File: src/hw/rtl/lrsc_pkg.sv
package lrsc_pkg;

   // Packet store and display geometry
   localparam int PACKET_DEPTH = 4;
   localparam int PACKET_INDEX_WIDTH = $clog2(PACKET_DEPTH);
   localparam int ROW_COUNT = 3;
   localparam int ROW_INDEX_WIDTH = 2;
   localparam int COLUMN_WIDTH = 7;
   localparam int MODE_WIDTH = 3;
   localparam int BYTE_WIDTH = 8;
   localparam int TICK_WIDTH = 8;
   localparam int PHASE_WIDTH = 4;
   localparam int CSR_INDEX_WIDTH = 2;
   localparam int CSR_DATA_WIDTH = 8;

   // Row index that marks no active row
   localparam logic [ROW_INDEX_WIDTH-1:0] ROW_NONE = 2'd3;

   // Display mode codes; the remaining codes hold the drive state
   localparam logic [MODE_WIDTH-1:0] MODE_STEADY = 3'd0;
   localparam logic [MODE_WIDTH-1:0] MODE_BLINK  = 3'd1;
   localparam logic [MODE_WIDTH-1:0] MODE_FLASH  = 3'd2;

   // Register reset values
   localparam logic [BYTE_WIDTH-1:0]  NODE_ADDRESS_RESET = 8'd0;
   localparam logic [TICK_WIDTH-1:0]  BLINK_LIMIT_RESET  = 8'd36;
   localparam logic [TICK_WIDTH-1:0]  FLASH_LIMIT_RESET  = 8'd6;
   localparam logic [PHASE_WIDTH-1:0] FLASH_PHASES_RESET = 4'd5;

   typedef enum logic [CSR_INDEX_WIDTH-1:0] {
      CSR_NODE_ADDRESS = 2'd0,
      CSR_BLINK_LIMIT  = 2'd1,
      CSR_FLASH_LIMIT  = 2'd2,
      CSR_FLASH_PHASES = 2'd3
   } csr_index_type;

   typedef struct packed {
      logic                  mode;
      logic                  ninth_bit;
      logic [BYTE_WIDTH-1:0] rx_byte;
      logic                  framing_error;
      logic                  overrun_error;
   } req_item_type;

   typedef struct packed {
      logic [ROW_COUNT-1:0]    row_select;
      logic [COLUMN_WIDTH-1:0] column_bits;
      logic                    pattern_updated;
      logic                    rx_dropped;
   } rsp_item_type;

   // New mode and row patterns taken from the packet store
   typedef struct packed {
      logic                                   valid;
      logic [MODE_WIDTH-1:0]                  mode;
      logic [ROW_COUNT-1:0][COLUMN_WIDTH-1:0] rows;
   } latch_type;

   // Scan timing settings
   typedef struct packed {
      logic [TICK_WIDTH-1:0]  blink_limit;
      logic [TICK_WIDTH-1:0]  flash_limit;
      logic [PHASE_WIDTH-1:0] flash_phases;
   } scan_cfg_type;

   // Drive state after a transaction
   typedef struct packed {
      logic [ROW_COUNT-1:0]    row_select;
      logic [COLUMN_WIDTH-1:0] column_bits;
   } scan_view_type;

endpackage

File: src/hw/rtl/lrsc_if.sv
interface lrsc_req_if;
   import lrsc_pkg::*;
   logic                  valid;
   logic                  ready;
   logic                  mode;
   logic                  ninth_bit;
   logic [BYTE_WIDTH-1:0] rx_byte;
   logic                  framing_error;
   logic                  overrun_error;

   modport source (output valid, mode, ninth_bit, rx_byte, framing_error, overrun_error,
                   input ready);
   modport sink (input valid, mode, ninth_bit, rx_byte, framing_error, overrun_error,
                 output ready);
endinterface

interface lrsc_rsp_if;
   import lrsc_pkg::*;
   logic                    valid;
   logic                    ready;
   logic [ROW_COUNT-1:0]    row_select;
   logic [COLUMN_WIDTH-1:0] column_bits;
   logic                    pattern_updated;
   logic                    rx_dropped;

   modport source (output valid, row_select, column_bits, pattern_updated, rx_dropped,
                   input ready);
   modport sink (input valid, row_select, column_bits, pattern_updated, rx_dropped,
                 output ready);
endinterface

interface lrsc_csr_if;
   import lrsc_pkg::*;
   logic                       valid;
   logic                       ready;
   logic [CSR_INDEX_WIDTH-1:0] index;
   logic [CSR_DATA_WIDTH-1:0]  data;

   modport source (output valid, index, data, input ready);
   modport sink (input valid, index, data, output ready);
endinterface

File: src/hw/rtl/addressed_led_row_scan_controller_core.sv
// Path: a request is held in the input register, then its response is
// written to the result register and becomes valid there.
// Throughput: one transaction per cycle unless the response side stalls;
// the state update between the two registers is combinational.
// Reset: synchronous, active high; clears the pipeline, the packet store,
// the display state and the registers to their defaults.
module addressed_led_row_scan_controller_core import lrsc_pkg::*; (
   input logic         clock,
   input logic         reset,
   lrsc_req_if.sink    req_if,
   lrsc_rsp_if.source  rsp_if,
   lrsc_csr_if.sink    csr_if
);

   logic                   in_valid_ff, in_valid_in;
   req_item_type           in_item_ff, in_item_in;
   logic                   out_valid_ff, out_valid_in;
   rsp_item_type           out_item_ff, out_item_in;
   logic [BYTE_WIDTH-1:0]  node_address_ff, node_address_in;
   scan_cfg_type           cfg_ff, cfg_in;
   logic                   advance;
   logic                   req_take;
   logic                   char_error;
   logic                   char_step;
   logic                   tick_step;
   latch_type              latch;
   scan_view_type          view_next;

   // Move the held request into the result register when there is room
   assign advance  = in_valid_ff && (!out_valid_ff || rsp_if.ready);
   assign req_take = req_if.valid && req_if.ready;
   assign req_if.ready = !in_valid_ff || advance;

   assign char_error = in_item_ff.framing_error || in_item_ff.overrun_error;
   assign char_step  = advance && !in_item_ff.mode && !char_error;
   assign tick_step  = advance && in_item_ff.mode;

   lrsc_rx_decoder u_rx_decoder (
      .clock        (clock),
      .reset        (reset),
      .char_step    (char_step),
      .ninth_bit    (in_item_ff.ninth_bit),
      .rx_byte      (in_item_ff.rx_byte),
      .node_address (node_address_ff),
      .latch        (latch)
   );

   lrsc_scan u_scan (
      .clock     (clock),
      .reset     (reset),
      .tick_step (tick_step),
      .latch     (latch),
      .cfg       (cfg_ff),
      .view_next (view_next)
   );

   // Input register
   always_comb begin
      in_valid_in = in_valid_ff;
      in_item_in  = in_item_ff;
      if (advance) begin
         in_valid_in = 1'b0;
      end
      if (req_take) begin
         in_valid_in              = 1'b1;
         in_item_in.mode          = req_if.mode;
         in_item_in.ninth_bit     = req_if.ninth_bit;
         in_item_in.rx_byte       = req_if.rx_byte;
         in_item_in.framing_error = req_if.framing_error;
         in_item_in.overrun_error = req_if.overrun_error;
      end
   end

   // Result register
   always_comb begin
      out_valid_in = out_valid_ff;
      out_item_in  = out_item_ff;
      if (out_valid_ff && rsp_if.ready) begin
         out_valid_in = 1'b0;
      end
      if (advance) begin
         out_valid_in                = 1'b1;
         out_item_in.row_select      = view_next.row_select;
         out_item_in.column_bits     = view_next.column_bits;
         out_item_in.pattern_updated = latch.valid;
         out_item_in.rx_dropped      = !in_item_ff.mode && char_error;
      end
   end

   assign rsp_if.valid           = out_valid_ff;
   assign rsp_if.row_select      = out_item_ff.row_select;
   assign rsp_if.column_bits     = out_item_ff.column_bits;
   assign rsp_if.pattern_updated = out_item_ff.pattern_updated;
   assign rsp_if.rx_dropped      = out_item_ff.rx_dropped;

   // Register writes
   assign csr_if.ready = 1'b1;

   always_comb begin
      node_address_in = node_address_ff;
      cfg_in          = cfg_ff;
      if (csr_if.valid) begin
         case (csr_index_type'(csr_if.index))
            CSR_NODE_ADDRESS: node_address_in     = csr_if.data;
            CSR_BLINK_LIMIT:  cfg_in.blink_limit  = csr_if.data;
            CSR_FLASH_LIMIT:  cfg_in.flash_limit  = csr_if.data;
            CSR_FLASH_PHASES: cfg_in.flash_phases = csr_if.data[PHASE_WIDTH-1:0];
            default:          node_address_in     = node_address_ff;
         endcase
      end
   end

   always_ff @(posedge clock) begin
      if (reset) begin
         in_valid_ff         <= 1'b0;
         out_valid_ff        <= 1'b0;
         node_address_ff     <= NODE_ADDRESS_RESET;
         cfg_ff.blink_limit  <= BLINK_LIMIT_RESET;
         cfg_ff.flash_limit  <= FLASH_LIMIT_RESET;
         cfg_ff.flash_phases <= FLASH_PHASES_RESET;
      end else begin
         in_valid_ff     <= in_valid_in;
         out_valid_ff    <= out_valid_in;
         node_address_ff <= node_address_in;
         cfg_ff          <= cfg_in;
      end
   end

   // Payload registers
   always_ff @(posedge clock) begin
      in_item_ff  <= in_item_in;
      out_item_ff <= out_item_in;
   end

endmodule

File: src/hw/rtl/lrsc_rx_decoder.sv
module lrsc_rx_decoder import lrsc_pkg::*; (
   input  logic                  clock,
   input  logic                  reset,
   input  logic                  char_step,
   input  logic                  ninth_bit,
   input  logic [BYTE_WIDTH-1:0] rx_byte,
   input  logic [BYTE_WIDTH-1:0] node_address,
   output latch_type             latch
);

   logic                                    listening_ff, listening_in;
   logic [PACKET_INDEX_WIDTH-1:0]           index_ff, index_in;
   logic [PACKET_DEPTH-1:0][BYTE_WIDTH-1:0] bytes_ff, bytes_in;
   logic                                    addr_match;
   logic                                    data_write;

   assign addr_match = (rx_byte == node_address);
   assign data_write = char_step && !ninth_bit && listening_ff;

   // Address detection and packet store bookkeeping
   always_comb begin
      listening_in = listening_ff;
      index_in     = index_ff;
      bytes_in     = bytes_ff;
      if (char_step && ninth_bit) begin
         if (addr_match) begin
            listening_in = 1'b1;
            index_in     = '0;
         end else if (listening_ff) begin
            listening_in = 1'b0;
         end
      end
      if (data_write) begin
         bytes_in[index_ff] = rx_byte;
         if (index_ff == PACKET_INDEX_WIDTH'(PACKET_DEPTH - 1)) begin
            index_in = '0;
         end else begin
            index_in = index_ff + 1'b1;
         end
      end
   end

   // Unpack mode and row patterns from the first three bytes
   always_comb begin
      latch.valid   = char_step && ninth_bit && !addr_match && listening_ff;
      latch.mode    = bytes_ff[0][7:5];
      latch.rows[0] = {bytes_ff[0][4:0], bytes_ff[1][7:6]};
      latch.rows[1] = {bytes_ff[1][5:0], bytes_ff[2][7]};
      latch.rows[2] = bytes_ff[2][6:0];
   end

   always_ff @(posedge clock) begin
      if (reset) begin
         listening_ff <= 1'b0;
         index_ff     <= '0;
         bytes_ff     <= '0;
      end else begin
         listening_ff <= listening_in;
         index_ff     <= index_in;
         bytes_ff     <= bytes_in;
      end
   end

endmodule

File: src/hw/rtl/lrsc_scan.sv
module lrsc_scan import lrsc_pkg::*; (
   input  logic          clock,
   input  logic          reset,
   input  logic          tick_step,
   input  latch_type     latch,
   input  scan_cfg_type  cfg,
   output scan_view_type view_next
);

   logic [MODE_WIDTH-1:0]                  mode_ff, mode_in;
   logic [ROW_COUNT-1:0][COLUMN_WIDTH-1:0] rows_ff, rows_in;
   logic [TICK_WIDTH-1:0]                  tick_ff, tick_in;
   logic [PHASE_WIDTH-1:0]                 phase_ff, phase_in;
   logic [ROW_INDEX_WIDTH-1:0]             row_ff, row_in;
   logic [COLUMN_WIDTH-1:0]                columns_ff, columns_in;
   logic [ROW_INDEX_WIDTH-1:0]             row_next;
   logic                                   advance_row;
   logic                                   blank;

   // Scan order: row 0, 1, 2, then back to 0
   always_comb begin
      case (row_ff)
         2'd0:    row_next = 2'd1;
         2'd1:    row_next = 2'd2;
         default: row_next = 2'd0;
      endcase
   end

   // Tick handling per display mode, latch overrides
   always_comb begin
      mode_in     = mode_ff;
      rows_in     = rows_ff;
      tick_in     = tick_ff;
      phase_in    = phase_ff;
      advance_row = 1'b0;
      blank       = 1'b0;
      if (tick_step) begin
         case (mode_ff)
            MODE_STEADY: begin
               advance_row = 1'b1;
            end
            MODE_BLINK: begin
               advance_row = 1'b1;
               tick_in     = tick_ff + 1'b1;
               if (tick_ff >= cfg.blink_limit) begin
                  tick_in  = '0;
                  phase_in = (phase_ff == '0) ? PHASE_WIDTH'(1) : '0;
               end
               blank = (phase_in == '0);
            end
            MODE_FLASH: begin
               advance_row = 1'b1;
               if (phase_ff < cfg.flash_phases) begin
                  tick_in = tick_ff + 1'b1;
                  if (tick_ff >= cfg.flash_limit) begin
                     tick_in  = '0;
                     phase_in = phase_ff + 1'b1;
                  end
                  blank = !phase_in[0];
               end
            end
            default: begin
               advance_row = 1'b0;
            end
         endcase
      end
      if (latch.valid) begin
         mode_in  = latch.mode;
         rows_in  = latch.rows;
         tick_in  = '0;
         phase_in = '0;
      end
   end

   // Drive the next row or hold
   always_comb begin
      row_in     = row_ff;
      columns_in = columns_ff;
      if (advance_row) begin
         row_in     = row_next;
         columns_in = blank ? '0 : rows_ff[row_next];
      end
   end

   // Present the drive state after this transaction
   always_comb begin
      case (row_in)
         2'd0:    view_next.row_select = 3'b001;
         2'd1:    view_next.row_select = 3'b010;
         2'd2:    view_next.row_select = 3'b100;
         default: view_next.row_select = 3'b000;
      endcase
      view_next.column_bits = columns_in;
   end

   always_ff @(posedge clock) begin
      if (reset) begin
         mode_ff    <= MODE_STEADY;
         rows_ff    <= '0;
         tick_ff    <= '0;
         phase_ff   <= '0;
         row_ff     <= ROW_NONE;
         columns_ff <= '0;
      end else begin
         mode_ff    <= mode_in;
         rows_ff    <= rows_in;
         tick_ff    <= tick_in;
         phase_ff   <= phase_in;
         row_ff     <= row_in;
         columns_ff <= columns_in;
      end
   end

endmodule

File: src/flat_wrapper.sv
// flat-port wrapper written by rule: the top's interface ports become plain ports
module addressed_led_row_scan_controller_core_flat import lrsc_pkg::*;
  (clock, reset, req_if_valid, req_if_mode, req_if_ninth_bit, req_if_rx_byte, req_if_framing_error, req_if_overrun_error, req_if_ready, rsp_if_valid, rsp_if_row_select, rsp_if_column_bits, rsp_if_pattern_updated, rsp_if_rx_dropped, rsp_if_ready, csr_if_valid, csr_if_index, csr_if_data, csr_if_ready);
  lrsc_req_if req_if_i ();
  lrsc_rsp_if rsp_if_i ();
  lrsc_csr_if csr_if_i ();
  input logic clock;
  input logic reset;
  input wire logic [$bits(req_if_i.valid)-1:0] req_if_valid;
  input wire logic [$bits(req_if_i.mode)-1:0] req_if_mode;
  input wire logic [$bits(req_if_i.ninth_bit)-1:0] req_if_ninth_bit;
  input wire logic [$bits(req_if_i.rx_byte)-1:0] req_if_rx_byte;
  input wire logic [$bits(req_if_i.framing_error)-1:0] req_if_framing_error;
  input wire logic [$bits(req_if_i.overrun_error)-1:0] req_if_overrun_error;
  output wire logic [$bits(req_if_i.ready)-1:0] req_if_ready;
  output wire logic [$bits(rsp_if_i.valid)-1:0] rsp_if_valid;
  output wire logic [$bits(rsp_if_i.row_select)-1:0] rsp_if_row_select;
  output wire logic [$bits(rsp_if_i.column_bits)-1:0] rsp_if_column_bits;
  output wire logic [$bits(rsp_if_i.pattern_updated)-1:0] rsp_if_pattern_updated;
  output wire logic [$bits(rsp_if_i.rx_dropped)-1:0] rsp_if_rx_dropped;
  input wire logic [$bits(rsp_if_i.ready)-1:0] rsp_if_ready;
  input wire logic [$bits(csr_if_i.valid)-1:0] csr_if_valid;
  input wire logic [$bits(csr_if_i.index)-1:0] csr_if_index;
  input wire logic [$bits(csr_if_i.data)-1:0] csr_if_data;
  output wire logic [$bits(csr_if_i.ready)-1:0] csr_if_ready;
  assign req_if_i.valid = req_if_valid;
  assign req_if_i.mode = req_if_mode;
  assign req_if_i.ninth_bit = req_if_ninth_bit;
  assign req_if_i.rx_byte = req_if_rx_byte;
  assign req_if_i.framing_error = req_if_framing_error;
  assign req_if_i.overrun_error = req_if_overrun_error;
  assign req_if_ready = req_if_i.ready;
  assign rsp_if_valid = rsp_if_i.valid;
  assign rsp_if_row_select = rsp_if_i.row_select;
  assign rsp_if_column_bits = rsp_if_i.column_bits;
  assign rsp_if_pattern_updated = rsp_if_i.pattern_updated;
  assign rsp_if_rx_dropped = rsp_if_i.rx_dropped;
  assign rsp_if_i.ready = rsp_if_ready;
  assign csr_if_i.valid = csr_if_valid;
  assign csr_if_i.index = csr_if_index;
  assign csr_if_i.data = csr_if_data;
  assign csr_if_ready = csr_if_i.ready;
  addressed_led_row_scan_controller_core u_core (.clock(clock), .reset(reset), .req_if(req_if_i), .rsp_if(rsp_if_i), .csr_if(csr_if_i));
endmodule
File: config.mk
export PLATFORM = sky130hd
export DESIGN_NAME = addressed_led_row_scan_controller_core_flat
export DESIGN_NICKNAME = d
export VERILOG_FILES = /design/src/hw/rtl/lrsc_pkg.sv /design/src/hw/rtl/lrsc_if.sv /design/src/hw/rtl/addressed_led_row_scan_controller_core.sv /design/src/hw/rtl/lrsc_rx_decoder.sv /design/src/hw/rtl/lrsc_scan.sv /design/src/flat_wrapper.sv
export SDC_FILE = /design/constraint.sdc
export NUM_CORES = 1
export LEC_CHECK = 0
export BUFFER_PORTS_ARGS = -buffer_cell sky130_fd_sc_hd__buf_2
export CAP_MARGIN = 20
export CORE_AREA = 2 2 115 117
export DETAILED_ROUTE_END_ITERATION = 8
export DIE_AREA = 0 0 117 119
export GPL_TIMING_DRIVEN = 0
export PLACE_DENSITY = 0.64
export SYNTH_ARGS = -nofsm -noshare
export SYNTH_HDL_FRONTEND = slang
export SYNTH_SLANG_ARGS = --single-unit
File: constraint.sdc
create_clock -name clock -period 7.65 [get_ports clock]
set_input_delay 2.295 -clock clock [delete_from_list [all_inputs] [get_ports clock]]
set_output_delay 2.295 -clock clock [all_outputs]
set_load 0.02 [all_outputs]
# ---- After elaboration in Yosys (flattened, before gate mapping)
# Index checks and enable logic that the tools add are counted.
dict set report word_totals {
  inputBits 27
  ff_bits 134
  out_inout_bits 15
  word_cells 132
}
dict set report op_classes {
  eq_ne 12
  reduce_logical 43
  n_mux 38
  n_addsub 3
  magnitude_cmp 6
}
# cell count
set ops {}
lappend ops {{32-bit bitwise mux} 1}
lappend ops {{4-bit 2-to-1 mux} 8}
lappend ops {{8-bit 2-to-1 mux} 4}
lappend ops {{7-bit 2-to-1 mux} 3}
lappend ops {{8-bit demux with 2-bit select} 1}
lappend ops {{8-bit >= comparator} 2}
lappend ops {{8-bit one-hot mux with 2 select lines} 1}
lappend ops {{7-bit binary-select mux with 2-bit select} 1}
lappend ops {{1-bit logical AND} 13}
lappend ops {{1-bit 2-to-1 mux} 10}
lappend ops {{2-bit 2-to-1 mux} 5}
lappend ops {{2-bit AND reduction} 5}
lappend ops {{2-bit nonzero test} 5}
lappend ops {{3-bit one-hot mux with 3 select lines} 1}
lappend ops {{8-bit by 1-bit adder with 8-bit output (second input constant)} 1}
lappend ops {{2-bit == test (second input constant)} 4}
lappend ops {{8-bit == test} 1}
lappend ops {{4-bit logical NOT} 2}
lappend ops {{4-bit one-hot mux with 2 select lines} 1}
lappend ops {{1-bit logical NOT} 7}
lappend ops {{2-bit by 1-bit == test with 1-bit output (second input constant)} 3}
lappend ops {{2-bit logical NOT} 3}
lappend ops {{2-bit by 3-bit less-than comparator with 1-bit output (second input constant)} 2}
lappend ops {{4-bit by 1-bit adder with 4-bit output (second input constant)} 1}
lappend ops {{other kinds (15)} 17}

# ---- Longest topological paths before layout
# Gate-level depths: netlist of run 1.
dict set report logic_depth {
  depth_word 11
  mapped_depth 8
  mapped_depth_nobuf 8
}

# ---- Modules after synthesis
# From an unflattened synthesis of run 1, not the netlist that was laid out.
dict set report hier_totals {
  hier_cells 591
  area_unflattened_um2 5804.3
}
# mod area_each_um2 cells_each instances seq_area_each_um2
set by_module_without_submodules {}
lappend by_module_without_submodules {lrsc_scan 2660.1 300 1 900.9}
lappend by_module_without_submodules {addressed_led_row_scan_controller_core 1991.9 147 1 1321.3}
lappend by_module_without_submodules {lrsc_rx_decoder 1152.4 144 1 540.5}

# ---- Worst setup path after synthesis of run 1
# Ideal clock, no wire load.
dict set report synth_path {
  path_type {in2out}
  start {input rsp_if_ready}
  end {output req_if_ready}
  path_buffers 0
  t_required_ns 5.355
  t_arrival_ns 2.711
  path_stages 2
  setup_slack_ns 2.644
  cell_sequence {nor2b_1 -> nand2_1}
}
dict set report synth_between {
  elab_chain_cells 3
}
# element line
set synth_rtl {}
lappend synth_rtl {{start, declared} flat_wrapper.sv:21} ;# input wire logic [$bits(rsp_if_i.ready)-1:0] rsp_if_ready;
lappend synth_rtl {{1-bit logical OR} addressed_led_row_scan_controller_core.sv:30} ;# assign advance = in_valid_ff && (!out_valid_ff || rsp_if.ready);
lappend synth_rtl {{1-bit logical AND} addressed_led_row_scan_controller_core.sv:30}
lappend synth_rtl {{1-bit logical OR} addressed_led_row_scan_controller_core.sv:32} ;# assign req_if.ready = !in_valid_ff || advance;
lappend synth_rtl {{end, declared} flat_wrapper.sv:15} ;# output wire logic [$bits(req_if_i.ready)-1:0] req_if_ready;
# No other way between the ends.

# ---- Worst setup path in the final report of run 1
# Same ends and word-level chain as after synthesis.

==> results of run 1 <==
-- final timing paths --
check | end | slack (ps)
worst min register to register | u_core.u_rx_decoder.latch[21] | 450
worst max register to register | u_core.rsp_if.column_bits[2] | 4480
worst max-delay path | req_if_ready | 2250
worst min-delay path | u_core.u_rx_decoder.latch[21] | 450
-- cell type report --
| cell class | instances | area, um2 |
|---|---|---|
| Buffer | 33 | 130.1 |
| Sequential cell | 126 | 2763 |
| Timing Repair Buffer | 40 | 202.7 |
| Multi-Input combinational cell | 425 | 2641 |
| Tap cell | 176 | 220.2 |
| Fill cell | 1187 | 6198 |
| Inverter | 28 | 105.1 |
| Clock buffer | 23 | 510.5 |
| Clock inverter | 9 | 103.9 |
-- state kept, by name, summed over array words and instances (netlist names), 7 cells and up --
| register | count |
|---|---|
| u_core.cfg_ff | 20 |
| u_core.in_item_ff | 12 |
| u_core.node_address_ff | 8 |
| u_core.rsp_if.column_bits | 7 |
| u_core.u_rx_decoder.latch | 24 |
| u_core.u_scan.columns_ff | 7 |
| u_core.u_scan.rows_ff | 21 |
| u_core.u_scan.tick_ff | 8 |
-- where the power goes --
group	internal (mW)	switching, mW
Sequential	0.690	0.00982
Clock	0.534	0.284
Combinational	0.0250	0.0440
Total	1.25	0.337
-- per-layer routing --
layer	up-vias	GRT usage	wire (um)
met5	-	0	0
met4	0	0.07353	184
met3	14	0.03359	418
met2	90	0.3111	6093
met1	2089	0.2675	5977
li1	2243	-	-
-- stage by stage --
stage	worst slack, ps	total power, mW	utilization	hold slack [ps]
after floorplan	2644	0.7546	-	427.3
after global placement	2291	0.7801	0.4703	441.3
after detailed placement	2293	0.7821	0.4703	447.0
after CTS	2250	1.596	0.5180	454.2
after global routing	2205	1.635	0.5186	476.8
final	2247	1.587	0.5186	454.8
-- cell families after synthesis --
group	Yosys count
AOI/OAI and AO/OA	93
DFF	126
and+or+nand+nor	241
xor gates and xnor gates	14
other	1
buffers and inverters	61
muxes	50
adders and majority gates	26
-- cells in the mapped netlist (10+ instances only) --
| library cell | count |
|---|---|
| nand3b_1 | 11 |
| nand2_1 | 78 |
| nor2_1 | 70 |
| dfxtp_1 | 102 |
| nand3_1 | 38 |
| xnor2_1 | 10 |
| mux2i_1 | 49 |
| ha_1 | 26 |
| nor3_1 | 10 |
| a21oi_1 | 49 |
| clkbuf_1 | 28 |
| inv_1 | 28 |
| edfxtp_1 | 24 |
-- worst reg2reg max path: stages (launching register included) --
cell and delay, ps:
dfxtp_1 490, ha_1 300, a211oi_1 220, o21ai_1 90, a211oi_1 530, mux2i_1 690
nand2_1 330, o31ai_1 330
==> impl_metrics.env, run 1 <==
export IMPL_max_stage_delay_ps=350
export IMPL_num_vias=4436
export IMPL_p_per_area_nw_per_um2=237.7
export IMPL_slowest_stage="nor2b_1"
export IMPL_yosysTopAreaCell="dfxtp_1"
export IMPL_vdd_ir_drop_max_mv=0.1429
export IMPL_ys_warn_count=0
export IMPL_hold_viol=0
export IMPL_yosys_mux_area_fraction=0.08897
export IMPL_synth_fa_ha_area_frac=0.05769
export IMPL_syn_nets=665
export IMPL_die_area_um2=13920
export IMPL_gr_total_overflow=0
export IMPL_synthCells=612
export IMPL_timing_slew_headroom=0.5161
export IMPL_layout_commonest_cell="dfxtp_1"
export IMPL_placeableCoreArea_um2=12870
export IMPL_yosysUniqueCellTypes=48
export IMPL_async_flop_share=0
export IMPL_setup_tns_ps=0
export IMPL_max_freq_mhz=185.1
export IMPL_dp_cells=827
export IMPL_diodes=0
export IMPL_track_usage=0.1963
export IMPL_crit_type="input pin to output port"
export IMPL_synth_edf_count=24
export IMPL_r2r_start="u_core.u_scan.tick_ff[2]"
export IMPL_cap_violations=0
export IMPL_die_w_um=117
export IMPL_clock_path_buffers=2
export IMPL_final_cell_area_um2=6676
export IMPL_crit_chain="buf_2 > nor2b_1 > nand2_1 > buf_2"
export IMPL_worstSetupPathDepth=4
export IMPL_slew_viol_final=0
export IMPL_hold_class="flop to flop"
export IMPL_worst_pin_slew_ps=705.6
export IMPL_grt_max_degree=17
export IMPL_antenna_found_initial=0
export IMPL_final_cell_mix="dfxtp_1 (102), nand2_1 (78), nor2_1 (70), mux2i_1 (49), a21oi_1 (49)"
export IMPL_grt_pass1_wl_um=21190
export IMPL_nets=724
export IMPL_min_from="u_core.u_rx_decoder.latch[21]"
export IMPL_cts_tree="done"
export IMPL_cp_end_kind="output port"
export IMPL_numCtsBuffers=17
export IMPL_wl_per_cell_um=14.74
export IMPL_ys_flop_type="dfxtp_1"
export IMPL_synth_top_area_frac=0.3621
export IMPL_p_leak_nw=2.787
export IMPL_syn_area_per_cell_um2=9.214
export IMPL_hpwlAfterDp_um=9412
export IMPL_path_clk_slew_ps=50
export IMPL_drive_gt1_frac=0.1155
export IMPL_cts_sinks=126
export IMPL_worstRegToRegCells=7
export IMPL_start_kind="input pin"
export IMPL_timing_final_crit_share=0.7062
export IMPL_yosys_area_share_simple=0.1959
export IMPL_start_util=0.4380
export IMPL_cts_root_buf="clkbuf_16"
export IMPL_finalNonFillerCells=860
export IMPL_drt_wl_total_um=12670
export IMPL_post_cts_buffers=0
export IMPL_gp_congestion=0.8449
export IMPL_drt_iter0_markers=271
export IMPL_synth_compound_area_share=0.1034
export IMPL_syn_to_final_growth_pct=18.39
export IMPL_worst_path_buf_inv=2
export IMPL_drtAntennaViolNets=0
export IMPL_h_tree_depth=4
export IMPL_min_path_cells=2
export IMPL_synth_top_family_by_area="simple AND/OR/NAND/NOR gates"
export IMPL_drt_first_pass_iters=4
export IMPL_row_count=42
export IMPL_worstPathMaxFanout=5
export IMPL_route_detailed_drc=0
export IMPL_grt_pass1_vias=4274
export IMPL_critical_path_startpoint="rsp_if_ready"
export IMPL_die_h_um=119
export IMPL_clock_latency_ps=410
export IMPL_status="complete, no violations"
export IMPL_avgViaCountPerCell=5.158
export IMPL_post_cts_resized=0
export IMPL_critPathRequiredTime_ps=5360
export IMPL_crit_family="simple AND/OR/NAND/NOR gates"
export IMPL_synth_seq_area_share=0.4899
export IMPL_setup_violations=0
export IMPL_syn_cell_area_um2=5639
export IMPL_synthTopCellsByArea="dfxtp_1 (36%), edfxtp_1 (13%), mux2i_1 (8.7%)"
export IMPL_skew_ps=10.72
export IMPL_port_buffers=39
export IMPL_postCtsHoldBufs=0
export IMPL_cp_arrival_ps=3110
export IMPL_ios=42
export IMPL_ys_ff_latch=126
export IMPL_rsz0062_at_grt="false"
export IMPL_crit_top_cell="buf_2"
export IMPL_synth_xor_area_frac=0.02174
export IMPL_placed_area_um2=6055
export IMPL_period_minus_slack_ps=5403
Power figures use the tool's default switching activity.
==> inputs of run 2 (changes only) <==
--- a/config.mk
+++ b/config.mk
@@ -11,7 +11,7 @@
 export DETAILED_ROUTE_END_ITERATION = 8
 export DIE_AREA = 0 0 117 119
 export GPL_TIMING_DRIVEN = 0
-export PLACE_DENSITY = 0.64
+export PLACE_DENSITY = 0.66
 export SYNTH_ARGS = -nofsm -noshare
 export SYNTH_HDL_FRONTEND = slang
 export SYNTH_SLANG_ARGS = --single-unit
==> constraint.sdc (replaced) <==
create_clock -name clock -period 4.53 [get_ports clock]
set_input_delay 1.359 -clock clock [delete_from_list [all_inputs] [get_ports clock]]
set_output_delay 1.359 -clock clock [all_outputs]
set_load 0.02 [all_outputs]
==> run 2 against run 1 <==
Sequential power is 69% higher. Cell count stayed put. Clock-buffer cell count is 4 lower. Largest cell class unchanged. Largest power group unchanged.
==> impl_metrics.env, run 2 (synthesis results as in run 1) <==
export IMPL_die_area_um2=13920
export IMPL_placeableCoreArea_um2=12870
export IMPL_diodes=0
export IMPL_pre_cts_slack_ps=847.7
export IMPL_largest_reg_flops=24
export IMPL_vdd_ir_drop_max_mv=0.2410
export IMPL_grt_pass1_vias=4281
export IMPL_h_tree_depth=4
export IMPL_drt_wl_total_um=12540
export IMPL_max_freq_mhz=279.9
export IMPL_setup_tns_ps=0
export IMPL_gr_total_overflow=0
export IMPL_status="complete, no violations"
export IMPL_port_buffers=39
export IMPL_track_usage=0.1937
export IMPL_grt_pass1_wl_um=20980
export IMPL_slowest_stage="nor2b_1"
export IMPL_wl_per_cell_um=14.58
export IMPL_worstRegToRegCells=7
export IMPL_crit_top_cell="buf_2"
export IMPL_grt_max_degree=17
export IMPL_die_w_um=117
export IMPL_setup_ws_ps=957.7
export IMPL_cap_violations=0
export IMPL_cts_tree="done"
export IMPL_numCtsBuffers=17
export IMPL_path_clk_slew_ps=50
export IMPL_num_vias=4410
export IMPL_final_cell_mix="dfxtp_1 (102), nand2_1 (78), nor2_1 (70), mux2i_1 (49), a21oi_1 (49)"
export IMPL_layout_commonest_cell="dfxtp_1"
export IMPL_avgViaCountPerCell=5.128
export IMPL_rr_endpoint="u_core.rsp_if.column_bits[0]"
export IMPL_fillers=1163
export IMPL_ios=42
export IMPL_post_cts_resized=0
export IMPL_postCtsHoldBufs=0
export IMPL_clock_path_buffers=2
export IMPL_cts_root_buf="clkbuf_16"
export IMPL_die_h_um=119
export IMPL_p_per_area_nw_per_um2=404.7
export IMPL_start_util=0.4380
export IMPL_drt_first_pass_iters=4
export IMPL_cp_arrival_ps=2210
export IMPL_row_count=42
export IMPL_hold_class="flop to flop"
export IMPL_drtAntennaViolNets=0
export IMPL_cp_end_kind="output port"
export IMPL_crit_type="input pin to output port"
export IMPL_r2r_start="u_core.u_scan.tick_ff[2]"
export IMPL_crit_chain="buf_2 > nor2b_1 > nand2_1 > buf_2"
export IMPL_skew_ps=5.273
export IMPL_clock_latency_ps=410
export IMPL_hpwlAfterDp_um=9425
export IMPL_timing_slew_headroom=0.5299
export IMPL_max_stage_delay_ps=360
export IMPL_drt_iter0_markers=289
export IMPL_reg2reg_slack_ps=1370
export IMPL_critPathRequiredTime_ps=3170
export IMPL_hold_viol=0
export IMPL_post_cts_buffers=0
export IMPL_slew_viol_final=0
export IMPL_worst_pin_slew_ps=685.5
export IMPL_setup_violations=0
export IMPL_hold_end="u_core.u_rx_decoder.latch[6]"
export IMPL_gp_congestion=0.8342
export IMPL_p_leak_nw=2.780
export IMPL_antenna_found_initial=0
export IMPL_cts_sinks=126
export IMPL_drive_gt1_frac=0.1184
export IMPL_nets=724
export IMPL_min_path_cells=2
export IMPL_rsz0062_at_grt="false"
export IMPL_syn_to_final_growth_pct=18.57
export IMPL_period_minus_slack_ps=3572
export IMPL_worstPathMaxFanout=5
export IMPL_route_detailed_drc=0
export IMPL_start_kind="input pin"
export IMPL_timing_final_crit_share=0.7886
export IMPL_min_from="u_core.u_rx_decoder.latch[6]"
==> run 2: cell types whose count changed in the layout (fill, tap and decap cells not counted) <==
| cell | delta |
|---|---|
| bufinv_16 | +1 |
| clkinvlp_4 | +3 |
| clkbuf_1 | -2 |
| clkbuf_8 | -1 |
| clkinv_2 | -1 |
| inv_6 | +1 |
| clkbuf_16 | -1 |
==> run 2: per-layer routing <==
metal | track usage | part of all wire
met3 | 0.04580 | 0.038
met1 | 0.2576 | 0.48
met4 | 0.06176 | 0.012
met5 | 0 | 0
met2 | 0.3103 | 0.47
==> run 2: layout make-up <==
cell class	count	area, um2	share of cell area
Buffer	33	130.1	0.01946
Clock buffer	19	464.2	0.06942
Clock inverter	13	160.2	0.02395
Inverter	28	105.1	0.01572
Multi-Input combinational cell	425	2641	0.3950
Sequential cell	126	2763	0.4132
Tap cell	176	220.2	0.03293
Timing Repair Buffer	40	202.7	0.03031
==> run 2: power by group <==
group | leakage [nW] | total [mW] | switching (mW) | internal [mW]
sequential | 1.06 | 1.18 | 0.0166 | 1.17
combinational | 1.43 | 0.116 | 0.0735 | 0.0422
clock | 0.289 | 1.41 | 0.498 | 0.911
==> run 2: worst max path at each step <==
stage                 start                   endpoint  slack (ps)  cells past startpoint
6_report       rsp_if_ready               req_if_ready         960                      4
3_3_place_gp   rsp_if_ready  u_core.u_scan.phase_ff[1]         980                      9
5_1_grt        rsp_if_ready               req_if_ready         960                      4
2_1_floorplan  rsp_if_ready               req_if_ready        1400                      2
3_5_place_dp   rsp_if_ready  u_core.u_scan.phase_ff[3]         850                      9
4_1_cts        rsp_if_ready               req_if_ready         990                      4
==> run 2: stage by stage <==
stage | instances | cell area [um2] | power (mW) | utilization | hold WS [ps]
6_report | 860 | 6686 | 2.706 | 0.5193 | 454.4
5_1_grt | 860 | 6686 | 2.789 | 0.5193 | 476.8
4_1_cts | 859 | 6679 | 2.721 | 0.5188 | 455.0
3_5_place_dp | 827 | 6055 | 1.321 | 0.4703 | 449.2
3_3_place_gp | 827 | 6055 | 1.317 | 0.4703 | 441.7
2_1_floorplan | 612 | 5639 | 1.274 | - | 427.3
==> run 2: worst max-delay path, delay by kind of cell <==
family        cells  cell delay, ps
simple gates      2             540
buf+inv           2             310
==> inputs of run 3 (changes only) <==
--- a/config.mk
+++ b/config.mk
@@ -5,11 +5,12 @@
 export SDC_FILE = /design/constraint.sdc
 export NUM_CORES = 1
 export LEC_CHECK = 0
+export ABC_AREA = 1
 export BUFFER_PORTS_ARGS = -buffer_cell sky130_fd_sc_hd__buf_2
 export CAP_MARGIN = 20
-export CORE_AREA = 2 2 115 117
+export CORE_AREA = 2 2 116 118
 export DETAILED_ROUTE_END_ITERATION = 8
-export DIE_AREA = 0 0 117 119
+export DIE_AREA = 0 0 118 120
 export GPL_TIMING_DRIVEN = 0
 export PLACE_DENSITY = 0.66
 export SYNTH_ARGS = -nofsm -noshare
==> constraint.sdc (replaced) <==
create_clock -name clock -period 2.93 [get_ports clock]
set_input_delay 0.879 -clock clock [delete_from_list [all_inputs] [get_ports clock]]
set_output_delay 0.879 -clock clock [all_outputs]
set_load 0.02 [all_outputs]
==> run 3 against run 2 <==
Sequential cell count is the same. Combinational power rose by 66%. Die area increased by 1.7%. Cell count up 9.7%. Global-route usage decreased by 0.32 points. Clock skew hardly changed. First-iteration DRC count decreased by 8.0%. Sequential power increased by 55%. Synthesized area is 1.3% higher.
==> impl_metrics.env, run 3 <==
export IMPL_p_total_mw=4.169
export IMPL_cp_end_kind="output port"
export IMPL_max_freq_mhz=455.3
export IMPL_port_buffers=40
export IMPL_gp_congestion=0.8771
export IMPL_grt_pass1_wl_um=21160
export IMPL_vdd_ir_drop_max_mv=0.3535
export IMPL_yosysUniqueCellTypes=41
export IMPL_h_tree_depth=4
export IMPL_setup_ws_ps=733.5
export IMPL_drive_gt1_frac=0.1591
export IMPL_cts_sinks=126
export IMPL_layout_commonest_cell="nand2_1"
export IMPL_path_clk_slew_ps=50
export IMPL_placed_area_um2=6132
export IMPL_track_usage=0.1905
export IMPL_num_vias=4610
export IMPL_die_h_um=120
export IMPL_crit_family="buffers and inverters"
export IMPL_nets=808
export IMPL_yosysMostFrequentCell="nand2_1"
export IMPL_ys_flop_type="dfxtp_1"
export IMPL_p_leak_nw=2.857
export IMPL_setup_violations=0
export IMPL_postCtsHoldBufs=0
export IMPL_yosysTopAreaCell="dfxtp_1"
export IMPL_diodes=0
export IMPL_status="complete, no violations"
export IMPL_synthTopCellsByArea="dfxtp_1 (36%), edfxtp_1 (13%), nand2_1 (9.5%)"
export IMPL_final_cell_area_um2=6749
export IMPL_regArea_um2=2763
export IMPL_worstPathMaxFanout=3
export IMPL_cts_tree="done"
export IMPL_period_minus_slack_ps=2196
export IMPL_skew_ps=5.678
export IMPL_slowest_stage="buf_2"
export IMPL_synthTopCellsByCount="nand2_1 (144), dfxtp_1 (102), a21oi_1 (73), inv_1 (73), nor2_1 (59)"
export IMPL_cp_arrival_ps=1320
export IMPL_ys_warn_count=0
export IMPL_synthCells=696
export IMPL_worst_pin_slew_ps=863.2
export IMPL_hold_class="flop to flop"
export IMPL_crit_type="input pin to output port"
export IMPL_post_cts_buffers=0
export IMPL_hpwlAfterDp_um=9422
export IMPL_syn_nets=749
export IMPL_synth_seq_area_share=0.4837
export IMPL_timing_slew_headroom=0.4201
export IMPL_avgViaCountPerCell=4.889
export IMPL_timing_final_crit_share=0.7497
export IMPL_numCtsBuffers=17
export IMPL_hold_viol=0
export IMPL_cap_violations=0
export IMPL_max_stage_delay_ps=180
export IMPL_pre_cts_slack_ps=435.7
export IMPL_antenna_found_initial=0
export IMPL_die_area_um2=14160
export IMPL_clock_latency_ps=410
export IMPL_syn_to_final_growth_pct=18.16
export IMPL_multi_input_area_um2=2487
export IMPL_post_cts_resized=0
export IMPL_critPathRequiredTime_ps=2050
export IMPL_die_w_um=118
export IMPL_setup_tns_ps=0
export IMPL_syn_area_per_cell_um2=8.207
export IMPL_final_cell_mix="nand2_1 (144), dfxtp_1 (102), inv_1 (73), a21oi_1 (73), nor2_1 (59)"
export IMPL_largest_reg_flops=24
export IMPL_drtAntennaViolNets=0
export IMPL_placeableCoreArea_um2=12980
export IMPL_clock_path_buffers=2
export IMPL_drt_wl_total_um=12610
export IMPL_ys_ff_latch=126
export IMPL_final_util=0.5200
export IMPL_async_flop_share=0
export IMPL_ios=42
export IMPL_row_count=42
export IMPL_synth_top_area_frac=0.3575
export IMPL_crit_top_cell="buf_2"
export IMPL_syn_cell_area_um2=5712
export IMPL_route_detailed_drc=0
export IMPL_slew_viol_final=0
export IMPL_grt_max_degree=17
export IMPL_worst_path_buf_inv=3
export IMPL_drt_first_pass_iters=5
export IMPL_wl_per_cell_um=13.37
export IMPL_rsz0062_at_grt="false"
export IMPL_drt_iter0_markers=266
export IMPL_grt_pass1_vias=4471
export IMPL_start_kind="input pin"
export IMPL_p_per_area_nw_per_um2=617.7
export IMPL_gr_total_overflow=0
export IMPL_crit_chain="buf_2 > inv_2 > nand3_1 > buf_2"
export IMPL_cts_root_buf="clkbuf_16"
export IMPL_start_util=0.4400
export IMPL_synth_edf_count=24
export IMPL_fillers=1231
-- run 3: cell count changes in the layout (fill, tap and decap cells not counted), moves of 12 or more --
cell,previous run,this run
nand2_1,78,144
clkbuf_1,28,16
inv_1,28,73
o21ai_0,6,44
a21oi_1,49,73
nand2_2,0,12
mux2i_1,49,0
-- run 3: final timing paths --
check / start / to / slack [ps] / depth (start not counted)
max: rsp_if_ready / req_if_ready / 730 / 4
min: u_core.u_scan.rows_ff[15] / u_core.u_scan.rows_ff[15] / 460 / 2
max reg2reg: u_core.cfg_ff[11] / u_core.rsp_if.column_bits[2] / 880 / 11
min reg2reg: u_core.u_scan.rows_ff[15] / u_core.u_scan.rows_ff[15] / 460 / 2
-- run 3: metrics by stage --
| step | hold WS (ps) | std cells |
|---|---|---|
| 4_1_cts | 459.4 | 943 |
| 5_1_grt | 482.6 | 943 |
| 3_5_place_dp | 453.0 | 912 |
| 6_report | 459.2 | 943 |
| 3_3_place_gp | 446.2 | 912 |
| 2_1_floorplan | 424.5 | 696 |
-- run 3: cells by family (layout without fill, tap and decap cells) --
group | Yosys count | count (layout) | synth area share
AOI/OAI and AO/OA | 145 | 145 | 0.1435
xor gates and xnor gates | 10 | 10 | 0.01533
adders and majority gates | 26 | 26 | 0.05695
buffers and inverters | 107 | 178 | 0.08083
DFF | 126 | 126 | 0.4837
other | 1 | 1 | 0.0006565
and+or+nand+nor | 281 | 281 | 0.2191
-- run 3: area by class of cell --
class / count / share of cell area
repair buffers: 40 / 0.02966
plain buffers: 24 / 0.02076
well taps: 176 / 0.03263
clock inverters: 4 / 0.01075
flip-flops and latches: 126 / 0.4093
multi-input cells: 463 / 0.3686
clock buffers: 27 / 0.08065
inverters: 83 / 0.04765
-- run 3: worst register-to-register path, delay by kind of cell, from the launching register on --
family | cells | cell delay (ps)
simple gates | 8 | 940
fa+ha+maj | 1 | 290
compound gates | 1 | 180
buf+inv | 1 | 70
flops | 1 | 320
-- run 3: metal layers --
metal / global-route usage / share of wire / vias to the layer above
met2: 0.3107 / 0.46 / 88
met5: 0 / 0 / -
met3: 0.05276 / 0.042 / 21
met1: 0.2401 / 0.47 / 2099
met4: 0.07455 / 0.021 / 0
li1: - / - / 2402
-- run 3: power breakdown --
part	switching [mW]	internal, mW	total [mW]
Clock	0.710	1.43	2.14
Combinational	0.132	0.0606	0.192
Sequential	0.0240	1.81	1.83
Total	0.866	3.30	4.17
